==> config.mk <==
export PLATFORM = sky130hd
export DESIGN_NAME = ppsa_ram
export DESIGN_NICKNAME = d
export VERILOG_FILES = /design/src/sv/ppsa_ram.sv
export SDC_FILE = /design/constraint.sdc
export NUM_CORES = 2
export LEC_CHECK = 0
export BUFFER_PORTS_ARGS = -buffer_cell sky130_fd_sc_hd__buf_2
export CORE_MARGIN = 2
export CORE_UTILIZATION = 55
export CTS_CLUSTER_DIAMETER = 200
export DETAILED_ROUTE_END_ITERATION = 7
export PLACE_DENSITY_LB_ADDON = 0.05
export REMOVE_ABC_BUFFERS = 1
export SLEW_MARGIN = 20
export SYNTH_ARGS = -nofsm -noshare
export SYNTH_HDL_FRONTEND = slang
export SYNTH_SLANG_ARGS = --single-unit
==> constraint.sdc <==
create_clock -name clk -period 3.4 [get_ports clk]
set_clock_uncertainty 0.05 [all_clocks]
set_input_delay 0.34 -clock clk [delete_from_list [all_inputs] [get_ports clk]]
set_output_delay 0.34 -clock clk [all_outputs]
set_load 0.03 [all_outputs]
==> src/sv/ppsa_ram.sv <==
// generic single-port ram with registered read
module ppsa_ram #(
  parameter int WIDTH = 8,
  parameter int DEPTH = 256
) (
  input  logic                     clk,
  input  logic                     we,
  input  logic [$clog2(DEPTH)-1:0] addr,
  input  logic [WIDTH-1:0]         wdata,
  output logic [WIDTH-1:0]         rdata
);

  logic [WIDTH-1:0] mem [DEPTH];

  always_ff @(posedge clk) begin
    if (we) begin
      mem[addr] <= wdata;
    end
    rdata <= mem[addr];
  end

endmodule

### Yosys cells after proc, flatten, opt, wreduce, memory -nomap -nowiden

Memories as Yosys holds them, arrays and structs flattened. A register that Yosys moved wholly into a read port is not among the register bits.
Index checks and enable logic that the tools add are counted.

* mux-type cells: 2

Operators with widths (number)
* two-way mux 1 bit: 2

* bits in registers: 0
* RAM bits: 2048
* bits of input ports: 18
* output and inout port bits: 8
* memories kept: 1

Memory list
* mem: depth 256, bits a word 8, rd ports 1, clocked after memory_dff 1, wr ports 1, line 13 `logic [WIDTH-1:0] mem [DEPTH];`

### Longest topological paths before layout

* depth in word-level cells: 2
* depth in mapped cells: 10

### Worst setup path before layout

Ideal clock, no wire load.

* kind: input to register
* start: input port addr[1]
* end: memory mem[111][0] (enable)
* library setup time: 0.370 ns
* arrival: 2.189 ns
* path slack: 0.791 ns
* stages on the path: 9
* path buffers: 5
* cells stage by stage: buf_2 clkbuf_1 clkbuf_1 nand2_1 buf_2 nor2_1 nand2_1 clkbuf_1 nor2_1

RTL lines
* start: declaration: line 8 `input logic [$clog2(DEPTH)-1:0] addr,`
* end: declaration: line 13

No word-level cell before the write port.

==> results.tsv <==
metric	value	unit
ys_seq_area_share	78.6	%
grt_antenna_before_repair	6	
floorplan.io_pins	26	
layout_min_cycle_time	2.95	ns
p_per_area	578	nW/um2
place_congestion	0.838	
drc_errors	0	
timing.max_cap.violations	0	
dpl.cell_count	5705	
setup.worst_path.end_class	flip-flop	
setup_viol_count_final	0	
place_worst_setup_slack	-0.234	ns
synth_warn	0	
worstMarginPinSlew	1.05	ns
critPathRequiredTime	4.02	ns
switchingPower	0.0107	W
flip_flop_and_latch_count_after_synthesis	2056	
total_track_usage	26.3	%
yosysMostFrequentCell	edfxtp_1	
cts.sinks	2056	
fillcell_total	9543	
setup_crit_start_kind	flip-flop	
worstHoldPathCells	1	
synthesis.area	78500	um2
internal-power	0.0417	W
timing.hold.worst.start	wdata[7]	
drt_iter0_drc	4522	
final_cell_count_no_fill	6077	
global_route.usage.met3	4.80	%
synthesis.area_per_instance	22.1	um2
die_area	146000	um2
sequentialPowerShare	53.3	%
cts_setup_buffers	0	
route.final.wire_length	190000	um
final_net_count	4039	
core_region_area	142000	um2
postSynth.asyncResetShare	0	%
synth_top_cell_area_share	78.3	%
power.share.switching	20.5	%
slew_headroom	29.2	%
timing_worst_setup_path_type	reg2reg	
clock_power_share	41.9	%
clk_pin_slew_worst_paths	0.06	ns
run_status	complete, no violations	
ff_latch_area	61700	um2
clock.fmax	338	MHz
rsz0062_at_grt	false	
layout-drive-gt1-share	31.2	%
reg2reg_from	mem[99][1]	
firstDrtPassIters	5	
power_leakage	28.6	nW
synth_top_flop_cell	edfxtp_1	
min_delay_worst_endpoint	mem[80][7]	
gr-total-overflow	0	
ys_types	22	
std_cell_rows	138	
cts_tree	yes	
grt_max_degree	118	
gr-max-usage-layer	met2	
routedWlPerCell	31.2	um
path_max_fanout	1	
hold_violations	0	
cell_types_occupying_the_most_area_after_synthesis	edfxtp_1, mux4_2, a22oi_1	
postLayoutCoreUtil	64.1	%
synth_top_cell_by_area	edfxtp_1	
ctsRootBufferMaster	clkbuf_16	
setup_slack	0.445	ns
h-tree-depth	4	
dp_hpwl	119000	um
layout_worst_path_cycle_share	86.9	%
arrival	3.58	ns
peakVddDrop	0.000451	V
final-max-slew-violation-count	0	
start_util	55.4	%
clock_insertion_delay_at_the_later_pin_of_the_skew_report	0.80	ns
cts-resized-gates	0	
r2r-end	rdata[1]	
hp-class	in2reg	
grt_pass1_vias	39700	
fin_setup_tns	0	ns
postRouteAntennaNets	0	
multi_input_area	15800	um2
synthToLayoutAreaGrowth	15.6	%
io_buffers	25	
power.share.combinational	4.7	%
grt.met2_usage	42.1	%
synthTopCellsByCount	edfxtp_1, mux4_2, a22oi_1, nor2_1, clkbuf_1	
die_width	382	um
tritoncts_buffer_count	202	
synth_edf_count	2048	
detail_route.vias_per_cell	6.34	
post_synth_inst_count	3547	
grt.met1_usage	38.1	%
wire_length_of_the_first_global_routing_pass	276000	um
die_h	382	um
routed-via-count	38500	
worst-r2r-cell-count	6	
r2r_slack	0.45	ns
clock_tree.buffer_depth	3	
worstSetupStartpoint	mem[99][1]	
[stage by stage]
step                hold WS (ns)  area, um2  total power, W
global placement           0.788      84100          0.0309
global route              0.0404      90700          0.0539
detailed placement         0.778      84200          0.0310
CTS                       0.0300      90700          0.0528
finish                    0.0660      90700          0.0524
floorplan                  0.389      77400          0.0295
[worst max path at each step]
| stage | slack [ns] | end | depth (start not counted) |
|---|---|---|---|
| 2_1_floorplan | -3.84 | mem[132][0] | 3 |
| 3_3_place_gp | -0.78 | rdata[5] | 9 |
| 3_5_place_dp | -0.23 | rdata[1] | 9 |
| 4_1_cts | 0.53 | rdata[1] | 6 |
| 5_1_grt | 0.34 | rdata[1] | 10 |
| 6_report | 0.45 | rdata[1] | 6 |
[power groups by stage]
| stage | Combinational (W) | Clock, W | Sequential (W) |
|---|---|---|---|
| floorplan | 0.000963 | 0 | 0.0285 |
| global placement | 0.00244 | 0 | 0.0285 |
| detailed placement | 0.00250 | 0 | 0.0285 |
| CTS | 0.00250 | 0.0224 | 0.0280 |
| global route | 0.00262 | 0.0233 | 0.0280 |
| finish | 0.00247 | 0.0220 | 0.0280 |
[layout make-up]
| cell class | count | share of cell area, % |
|---|---|---|
| flip-flops and latches | 2056 | 68.0 |
| multi-input cells | 1258 | 17.4 |
| clock buffers | 258 | 6.01 |
| repair buffers | 502 | 4.80 |
| well taps | 1890 | 2.61 |
| clock inverters | 111 | 1.20 |
| inverters | 1 | 0.00414 |
| diodes | 1 | 0.00276 |
[timing repair]
action,CTS,global route
hold buffers,2,0
hold endpoints to repair,64,0
endpoints found under the setup margin,0,0
[placed cells by master, fill, tap and decap left out, drive strengths merged, types with 8 or more instances in the layout]
cell type / netlist / layout
a22oi: 256 / 256
o41ai: 32 / 32
nand4: 8 / 8
clkinvlp: 0 / 9
buf: 87 / 494
mux4: 512 / 512
nand2: 28 / 28
clkinv: 0 / 75
clkbuf: 145 / 264
a21oi: 128 / 128
dfxtp: 8 / 8
edfxtp: 2048 / 2048
nor3: 30 / 30
nand3: 13 / 13
nor2: 232 / 232
bufinv: 0 / 21
[routing by layer]
| metal | wire (um) | share of wire (%) |
|---|---|---|
| met1 | 77300 | 41 |
| met2 | 93200 | 49 |
| met3 | 14800 | 7.8 |
| met4 | 4290 | 2.3 |
| met5 | 25 | 0.013 |
[worst max-delay path, stage by stage (launching register included)]
cell and delay, ns:
edfxtp_1 0.36, mux4_2 0.52, a22oi_1 0.39, a21oi_1 0.17, o41ai_1 0.98, buf_4 0.26
nand4_1 0.10
[state kept, by name, summed over array words and instances, names as in the netlist]
| signal | flops |
|---|---|
| mem | 2048 |
| rdata | 8 |
[cell families after synthesis]
family | Yosys count | share of synthesized area, %
flip-flops | 2056 | 78.6
multiplexers | 512 | 14.7
AO/OA/AOI/OAI | 416 | 3.62
AND/OR/NAND/NOR | 330 | 1.73
buffers and inverters | 233 | 1.40
Note: power is estimated with default switching activity, not from simulation.
