==> src/sv/ppsa_pkg.sv <==
// shared constants, types and pixel helpers for the packed pixel store
package ppsa_pkg;

  // store geometry
  localparam int STORE_BYTES = 65536;
  localparam int ADDR_W      = $clog2(STORE_BYTES);
  localparam int MAX_DIM     = 4096;

  // field widths
  localparam int COORD_W = 12;
  localparam int PITCH_W = 15;
  localparam int FMT_W   = 4;
  localparam int DATA_W  = 32;
  localparam int OFF_W   = COORD_W + 2;
  localparam int LIN_W   = COORD_W + PITCH_W + 1;

  // register map
  localparam int PADDR_W = 3;
  localparam logic REG_ROW_PITCH    = 1'b0;
  localparam logic REG_PIXEL_FORMAT = 1'b1;
  localparam logic [PITCH_W-1:0] PITCH_RESET = PITCH_W'(4096);

  // request codes
  localparam logic REQ_READ  = 1'b0;
  localparam logic REQ_WRITE = 1'b1;

  // pixel formats
  localparam logic [FMT_W-1:0] FMT_MONO   = 4'd0;
  localparam logic [FMT_W-1:0] FMT_NIBBLE = 4'd1;
  localparam logic [FMT_W-1:0] FMT_U8     = 4'd2;
  localparam logic [FMT_W-1:0] FMT_S8     = 4'd3;
  localparam logic [FMT_W-1:0] FMT_S16    = 4'd4;
  localparam logic [FMT_W-1:0] FMT_U16    = 4'd5;
  localparam logic [FMT_W-1:0] FMT_RGB24  = 4'd6;
  localparam logic [FMT_W-1:0] FMT_RGBA32 = 4'd7;

  localparam logic [7:0] BIT_ONE  = 8'h01;
  localparam logic [7:0] NIB_HIGH = 8'hF0;
  localparam logic [7:0] NIB_LOW  = 8'h0F;

  // address generator result
  typedef struct packed {
    logic [ADDR_W-1:0] base;
    logic [1:0]        last_idx;
    logic              oor;
    logic              unsup;
  } agen_t;

  // unpack a gathered pixel word into the read value
  function automatic logic [DATA_W-1:0] pixel_decode(
    input logic [FMT_W-1:0]  fmt,
    input logic [2:0]        col_lo,
    input logic [DATA_W-1:0] acc
  );
    logic [DATA_W-1:0] rv;
    rv = '0;
    unique case (fmt)
      FMT_MONO:   rv = {{(DATA_W-1){1'b0}}, acc[~col_lo]};
      FMT_NIBBLE: rv = col_lo[0] ? {{(DATA_W-4){1'b0}}, acc[3:0]}
                                 : {{(DATA_W-4){1'b0}}, acc[7:4]};
      FMT_U8:     rv = {{(DATA_W-8){1'b0}}, acc[7:0]};
      FMT_S8:     rv = {{(DATA_W-8){acc[7]}}, acc[7:0]};
      FMT_S16:    rv = {{(DATA_W-16){acc[15]}}, acc[15:0]};
      FMT_U16:    rv = {{(DATA_W-16){1'b0}}, acc[15:0]};
      FMT_RGB24:  rv = {{(DATA_W-24){1'b0}}, acc[23:0]};
      FMT_RGBA32: rv = acc;
      default:    rv = '0;
    endcase
    return rv;
  endfunction

  // merge a sub-byte pixel into the old byte
  function automatic logic [7:0] pixel_merge(
    input logic [FMT_W-1:0]  fmt,
    input logic [2:0]        col_lo,
    input logic [DATA_W-1:0] wv,
    input logic [7:0]        old
  );
    logic [7:0] mask;
    logic [7:0] b;
    mask = BIT_ONE << (~col_lo);
    b    = old;
    if (fmt == FMT_MONO) begin
      b = (|wv) ? (old | mask) : (old & ~mask);
    end else if (col_lo[0]) begin
      b = (old & NIB_HIGH) | (wv[7:0] & NIB_LOW);
    end else begin
      b = (old & NIB_LOW) | {wv[3:0], 4'h0};
    end
    return b;
  endfunction

endpackage

==> src/sv/ppsa_agen.sv <==
// two-stage byte address generator with range check
module ppsa_agen (
  input  logic                            clk,
  input  logic                            start,
  input  logic [ppsa_pkg::COORD_W-1:0]    column,
  input  logic [ppsa_pkg::COORD_W-1:0]    row,
  input  logic [ppsa_pkg::PITCH_W-1:0]    row_pitch,
  input  logic [ppsa_pkg::FMT_W-1:0]      pixel_format,
  output ppsa_pkg::agen_t                 agen
);
  import ppsa_pkg::*;

  // stage 1
  logic [COORD_W+PITCH_W-1:0] prod;
  logic [OFF_W-1:0]           off;
  logic [1:0]                 last1;
  logic                       coord_oor1;
  logic                       unsup1;
  // stage 2
  logic [LIN_W-1:0]           lin;
  logic [1:0]                 last2;
  logic                       coord_oor2;
  logic                       unsup2;

  logic [OFF_W-1:0]           off_next;
  logic [1:0]                 last_next;
  logic [LIN_W-1:0]           end_addr;

  always_comb begin
    off_next  = '0;
    last_next = 2'd0;
    unique case (pixel_format)
      FMT_MONO:          off_next = OFF_W'(column >> 3);
      FMT_NIBBLE:        off_next = OFF_W'(column >> 1);
      FMT_U8, FMT_S8:    off_next = OFF_W'(column);
      FMT_S16, FMT_U16: begin
        off_next  = OFF_W'({column, 1'b0});
        last_next = 2'd1;
      end
      FMT_RGB24: begin
        off_next  = OFF_W'(column) + OFF_W'({column, 1'b0});
        last_next = 2'd2;
      end
      FMT_RGBA32: begin
        off_next  = OFF_W'({column, 2'b00});
        last_next = 2'd3;
      end
      default:           off_next = '0;
    endcase
  end

  always_ff @(posedge clk) begin
    if (start) begin
      prod       <= row * row_pitch;
      off        <= off_next;
      last1      <= last_next;
      coord_oor1 <= (int'(column) >= MAX_DIM) || (int'(row) >= MAX_DIM);
      unsup1     <= pixel_format > FMT_RGBA32;
    end
    lin        <= LIN_W'(prod) + LIN_W'(off);
    last2      <= last1;
    coord_oor2 <= coord_oor1;
    unsup2     <= unsup1;
  end

  assign end_addr = lin + LIN_W'(last2);

  always_comb begin
    agen.base     = lin[ADDR_W-1:0];
    agen.last_idx = last2;
    agen.unsup    = unsup2;
    agen.oor      = !unsup2 && (coord_oor2 || (end_addr >= LIN_W'(STORE_BYTES)));
  end

endmodule

==> config.mk <==
export PLATFORM = sky130hd
export DESIGN_NAME = ppsa_agen
export DESIGN_NICKNAME = d
export VERILOG_FILES = /design/src/sv/ppsa_pkg.sv /design/src/sv/ppsa_agen.sv
export SDC_FILE = /design/constraint.sdc
export NUM_CORES = 1
export LEC_CHECK = 0
export ABC_AREA = 0
export BUFFER_PORTS_ARGS = -buffer_cell sky130_fd_sc_hd__buf_2
export CAP_MARGIN = 20
export CORE_UTILIZATION = 63
export DETAILED_ROUTE_END_ITERATION = 12
export PLACE_DENSITY = 0.87
export SLEW_MARGIN = 20
export SYNTH_ARGS = -nofsm -noshare
export SYNTH_HDL_FRONTEND = slang
export SYNTH_SLANG_ARGS = --single-unit
==> constraint.sdc <==
create_clock -name clk -period 6.7 [get_ports clk]
set_clock_uncertainty 0.15 [all_clocks]
set_input_delay 0.335 -clock clk [delete_from_list [all_inputs] [get_ports clk]]
set_output_delay 0.335 -clock clk [all_outputs]
set_load 0.02 [all_outputs]
Word level (Yosys, flattened, before mapping)

Cells that the tools add are included.

Register bits: 75
Output and inout port bits: 20
Word-level logic and storage cells: 27

Add/sub/neg operators: 3
Multiply operators: 1
$lt $le $gt $ge: 2
Eq/ne operators: 7
Mux-type cells: 2
Reductions and logical operators: 5

Operators by type and width:

| cell                   | number |
|---|---|
| $pmux W14 S6           | 1 |
| $add A27 B14 Y28       | 1 |
| $add A28 B2 Y28        | 1 |
| $ge A28 B17 Y1 const B | 1 |
| $mul A12 B15 Y27       | 1 |
| $eq A4 B3 Y1 const B   | 4 |
| $add A12 B13 Y14       | 1 |
| $eq A4 B2 Y1 const B   | 2 |
| $pmux W2 S3            | 1 |
| $eq A4 B1 Y1 const B   | 1 |
| $gt A4 B3 Y1 const B   | 1 |
| $logic_not A4 Y1       | 1 |
| $reduce_or A2 Y1       | 2 |
| $logic_and A1 B1 Y1    | 1 |
| $logic_not A1 Y1       | 1 |

Longest topological paths before layout

Depth after elaboration: 3
Mapped depth: 20

Worst setup path before layout

Ideal clock, no wire load.

Path kind: input to register
Start point: in row[11] (netlist name)
End point: reg prod[26] (data pin)
Setup time: 262 ps
Arrival time: 5,012 ps
Data required time: 6,288 ps
Path slack: 1,275 ps
Stages: 18
Cells stage by stage: clkbuf_1 -> nand2_1 -> fa_1 -> fa_1 -> inv_1 -> fa_1 -> fa_1 -> inv_1 -> fa_1 -> inv_1 -> ha_1 -> a211oi_1 -> nor2_1 -> o41ai_1 -> a21boi_2 -> a31oi_4 -> mux2i_1 -> nand3_1

Word-level cells in the longest chain between the ends: 1

Ends and longest elaborated chain:

| what                   | RTL line        | text |
|---|---|---|
| start: declaration     | ppsa_agen.sv:6  | `input logic [ppsa_pkg::COORD_W-1:0] row,` |
| $mul A12 B15 Y27       | ppsa_agen.sv:54 | `prod <= row * row_pitch;` |
| end signal: assignment | ppsa_agen.sv:54 |  |
| end: declaration       | ppsa_agen.sv:14 | `logic [COORD_W+PITCH_W-1:0] prod;` |

No other way between the ends.
A chain may end at the register's enable or synchronous reset.

Final worst setup path

Start point: in row[8] (netlist name)
End point: reg prod[26] (data pin)

Same word-level chain as after synthesis.

==> flow_results.org <==
** Status
- Run status :: finished, final reports clean

** Clocking
- In this run, CTS created clock tree buffers numbering 9.
- No sink is reached through more buffers than the 2 on the longest clock path.
- Clock tree from TritonCTS :: yes
- Clock root buffer :: sky130_fd_sc_hd__clkbuf_16
- Hold buffer count at CTS :: 0
- Number of instances resized during post-cts repair :: 0
- Clock edge transition at the registers on the reported setup and hold paths :: 0.06 ns
- The H-tree generated during clock tree synthesis spans 3 levels.
- In this run the post-CTS setup repair buffer count came out at 0.
- Sinks on Clock Net :: 75
- Clock network latency to the later pin of the worst-skew pair :: 0.34 ns

** Timing
- Min Clock Period, post-route :: 5.46 ns
- The final-report max-slew violation count came to 0.
- For the final routed database, the setup TNS stands at 0 ns.
- The worst pin sits at a relative slew slack of 25.7%.
- Slack of the critical path :: 1.24 ns
- Peak clock frequency supported by timing :: 0.183 GHz
- The final hold violation count was 0.
- Of the available clock period, the critical path in the final layout requires 81.4%.
- Setup repair after global routing left no endpoint under its margin.
- Setup violations remaining at the end of the flow were counted as 0.
- Worst Max-Slew Pin Slew :: 1.11 ns

** Die
- In this run the count of I/O pins placed on the die edge is 65.
- The die is 128 um wide.
- Floorplan die area :: 16500 um^2
- Core area :: 15400 um^2
- Once the floorplan was initialized, standard cells occupied 65.4% of the core.
- Row generation in the floorplan step produced 45 rows.
- Die height :: 128 um

** Drt
- Total wirelength of the detailed-routed design :: 20700 um
- Number of nets still failing antenna checks after routing :: 0
- Across all layers, the routed design uses 7611 vias.
- Detailed-route DRC error count :: 0
- The pre-antenna-repair detailed-routing pass consisted of 6 iterations.
- After detailed routing, the number of vias per cell comes to 5.66.
- In this run, the number of DRC markers left after iteration 0 of detailed routing was 488.
- After detailed routing, the average wire length per cell comes to 15.4 um.

** Finish
- In the final layout, the share of cells above drive strength 1 is 8.38%.
- Leaving out fill and tap cells, the most frequent cell in the layout is sky130_fd_sc_hd__inv_1.
- Relative to the synthesized area, the layout overhead comes to 6.65%.
- At the end of the flow, the number of nets in the layout was 1399.
- The top cell types in the final layout, fill and taps aside, are 182 x sky130_fd_sc_hd__inv_1, 154 x sky130_fd_sc_hd__nand2_1, 133 x sky130_fd_sc_hd__fa_1.
- Multi-input combinational cell area :: 7170 um^2
- The layout has 1141 filler cells.
- FF/Latch Area :: 1940 um^2
- Antenna Cells :: 0

** Power
- Across the VDD grid, the largest voltage drop is 0.311 mV.
- Switching part of the total :: 46.3%
- For this design the static power due to leakage is 5.19 nW.
- In this run the power spent charging and discharging nets is 2.28 mW.
- The share of total power dissipated in combinational logic is 70.7%.
- In this run the power density over the cells is 459 nW/um^2.
- Per report_power, the clock group accounts for 10.6% of the total.
- Cell internal power was estimated by the tool at 2.64 mW.
- Registers are responsible for 18.7% of the overall power.

** Setup path
- Along the worst path, the maximum fanout reaches 15.
- In this run the worst setup path begins at row[8].
- Critical Path Source Type :: input pin
- The worst register-to-register path begins at prod[0].
- Crit Path Class :: in -> reg
- Data arrival, critical path :: 5.39 ns
- Category of the worst setup path capture point :: flip-flop
- Crit path required time :: 6.63 ns

** Synth
- The synthesized netlist contains 62 unique library cells.
- Net count after synthesis :: 1376
- In this run, synthesis produced a sequential element count of 75.
- The most used flip-flop cell after synthesis is sky130_fd_sc_hd__edfxtp_1.
- Yosys warnings :: 0
- Asr flop ratio synth :: 0%
- After synthesis, flip-flops and latches occupy 19.3% of the total area.
- Yosys mapped a number of flops with a built-in enable equal to 44.
- Per-instance average area after synthesis :: 9.10 um^2
- Area of the mapped netlist :: 10100 um^2
- Synthesis produced 1105 cells.

** Run
- Across the run, the number of max-cap violations was 0.

** GRT
- Wire length of the first global-routing pass :: 35100 um
- Entering global routing, the biggest net connects 45 pins.
- The initial antenna violation count was 0.
- Total GRT Usage :: 27.0%
- Via count of the first global-routing pass :: 7625
- Summed over all layers, the global routing overflow is 0.

** Placed design
- In this run the tool buffered the top-level ports with 64 buffer cells.
- Sum of net half-perimeters after detailed placement :: 16900 um
- Placer Congestion :: 0.910
- Timing analysis after detailed placement gives a worst setup slack of 0.883 ns.

** Worst hold path
- Hold_sp :: pixel_format[3]
- The tightest min-delay check is of the in -> reg type.
[cell families after synthesis]
group,synth area share (%)
and+or+nand+nor,17.1
AOI/OAI and AO/OA,11.3
xor gates and xnor gates,4.01
muxes,0.797
DFF,19.3
adders and majority gates,38.1
buffers and inverters,9.42
[worst max-delay path, stage by stage]
cell and delay, ns:
sky130_fd_sc_hd__buf_2 0.19, sky130_fd_sc_hd__and2_1 0.19, sky130_fd_sc_hd__fa_1 0.53, sky130_fd_sc_hd__inv_1 0.05, sky130_fd_sc_hd__fa_1 0.47, sky130_fd_sc_hd__inv_1 0.05
sky130_fd_sc_hd__fa_1 0.51, sky130_fd_sc_hd__fa_1 0.55, sky130_fd_sc_hd__inv_1 0.06, sky130_fd_sc_hd__fa_1 0.53, sky130_fd_sc_hd__inv_1 0.04, sky130_fd_sc_hd__ha_1 0.36
sky130_fd_sc_hd__a211oi_1 0.23, sky130_fd_sc_hd__nor2_1 0.08, sky130_fd_sc_hd__o41ai_1 0.45, sky130_fd_sc_hd__a21boi_2 0.16, sky130_fd_sc_hd__a31oi_4 0.28, sky130_fd_sc_hd__mux2i_1 0.23
sky130_fd_sc_hd__nand3_1 0.09
[through the flow]
step / instance area, um^2 / std cells / hold slack [ns] / util, % / power [mW]
global placement: 10400 / 1328 / 0.178 / 67.5 / 4.24
detailed placement: 10400 / 1328 / 0.203 / 67.6 / 4.39
finish: 10700 / 1344 / 0.114 / 69.7 / 4.92
floorplan: 10100 / 1105 / 0.173 / - / 3.73
CTS: 10700 / 1344 / 0.107 / 69.7 / 4.92
global route: 10700 / 1344 / 0.109 / 69.7 / 5.43
[Yosys cell counts, types with 13 or more instances]
cell type	count	share of area (%)
sky130_fd_sc_hd__inv_1	182	6.8
sky130_fd_sc_hd__nand2_1	154	5.8
sky130_fd_sc_hd__fa_1	133	26
sky130_fd_sc_hd__ha_1	93	12
sky130_fd_sc_hd__and2_1	67	4.2
sky130_fd_sc_hd__edfxtp_1	44	13
sky130_fd_sc_hd__a21oi_1	43	2.1
sky130_fd_sc_hd__nor2_1	37	1.4
sky130_fd_sc_hd__clkbuf_1	35	1.3
sky130_fd_sc_hd__xnor2_1	34	3.0
sky130_fd_sc_hd__dfxtp_1	31	6.2
sky130_fd_sc_hd__nand3_1	27	1.3
sky130_fd_sc_hd__o21ai_0	20	1.0
sky130_fd_sc_hd__buf_4	17	1.3
sky130_fd_sc_hd__nor3_1	16	0.80
sky130_fd_sc_hd__a21o_1	13	0.97
sky130_fd_sc_hd__o21a_1	13	0.97
[power by group through the flow]
stage	Combinational, mW	Sequential (mW)	Clock (mW)
6_report	3.48	0.921	0.519
5_1_grt	3.94	0.941	0.549
4_1_cts	3.47	0.920	0.523
3_5_place_dp	3.46	0.927	0
3_3_place_gp	3.32	0.919	0
2_1_floorplan	2.84	0.891	0
[registers in the layout (all words and copies together) (netlist names)]
register	flops
last1	2
last2	2
lin	28
off	14
prod	27
unsup1	1
unsup2	1
[final cells by class]
type	instances	share of cell area, %
sequential	75	18.1
multi-input combinational	795	66.9
inverter	182	6.37
timing repair buffer	65	3.06
clock inverter	3	0.374
clock buffer	13	2.74
tap	211	2.46
[path summary, 6_finish.rpt]
kind	slack, ns	cells after the start	to
setup / recovery	1.24	19	prod[26]
hold / removal	0.11	1	unsup1
setup reg to reg	3.93	10	lin[24]
hold reg to reg	0.21	0	last2[0]
[metal layers]
layer	vias up	global-route usage, %	routed length [um]
met2	283	45.4	9870
met3	38	5.26	1380
met5	-	0	0
li1	3640	-	-
met4	0	6.71	324
met1	3650	36.1	9100
Power figures use the tool's default switching activity.
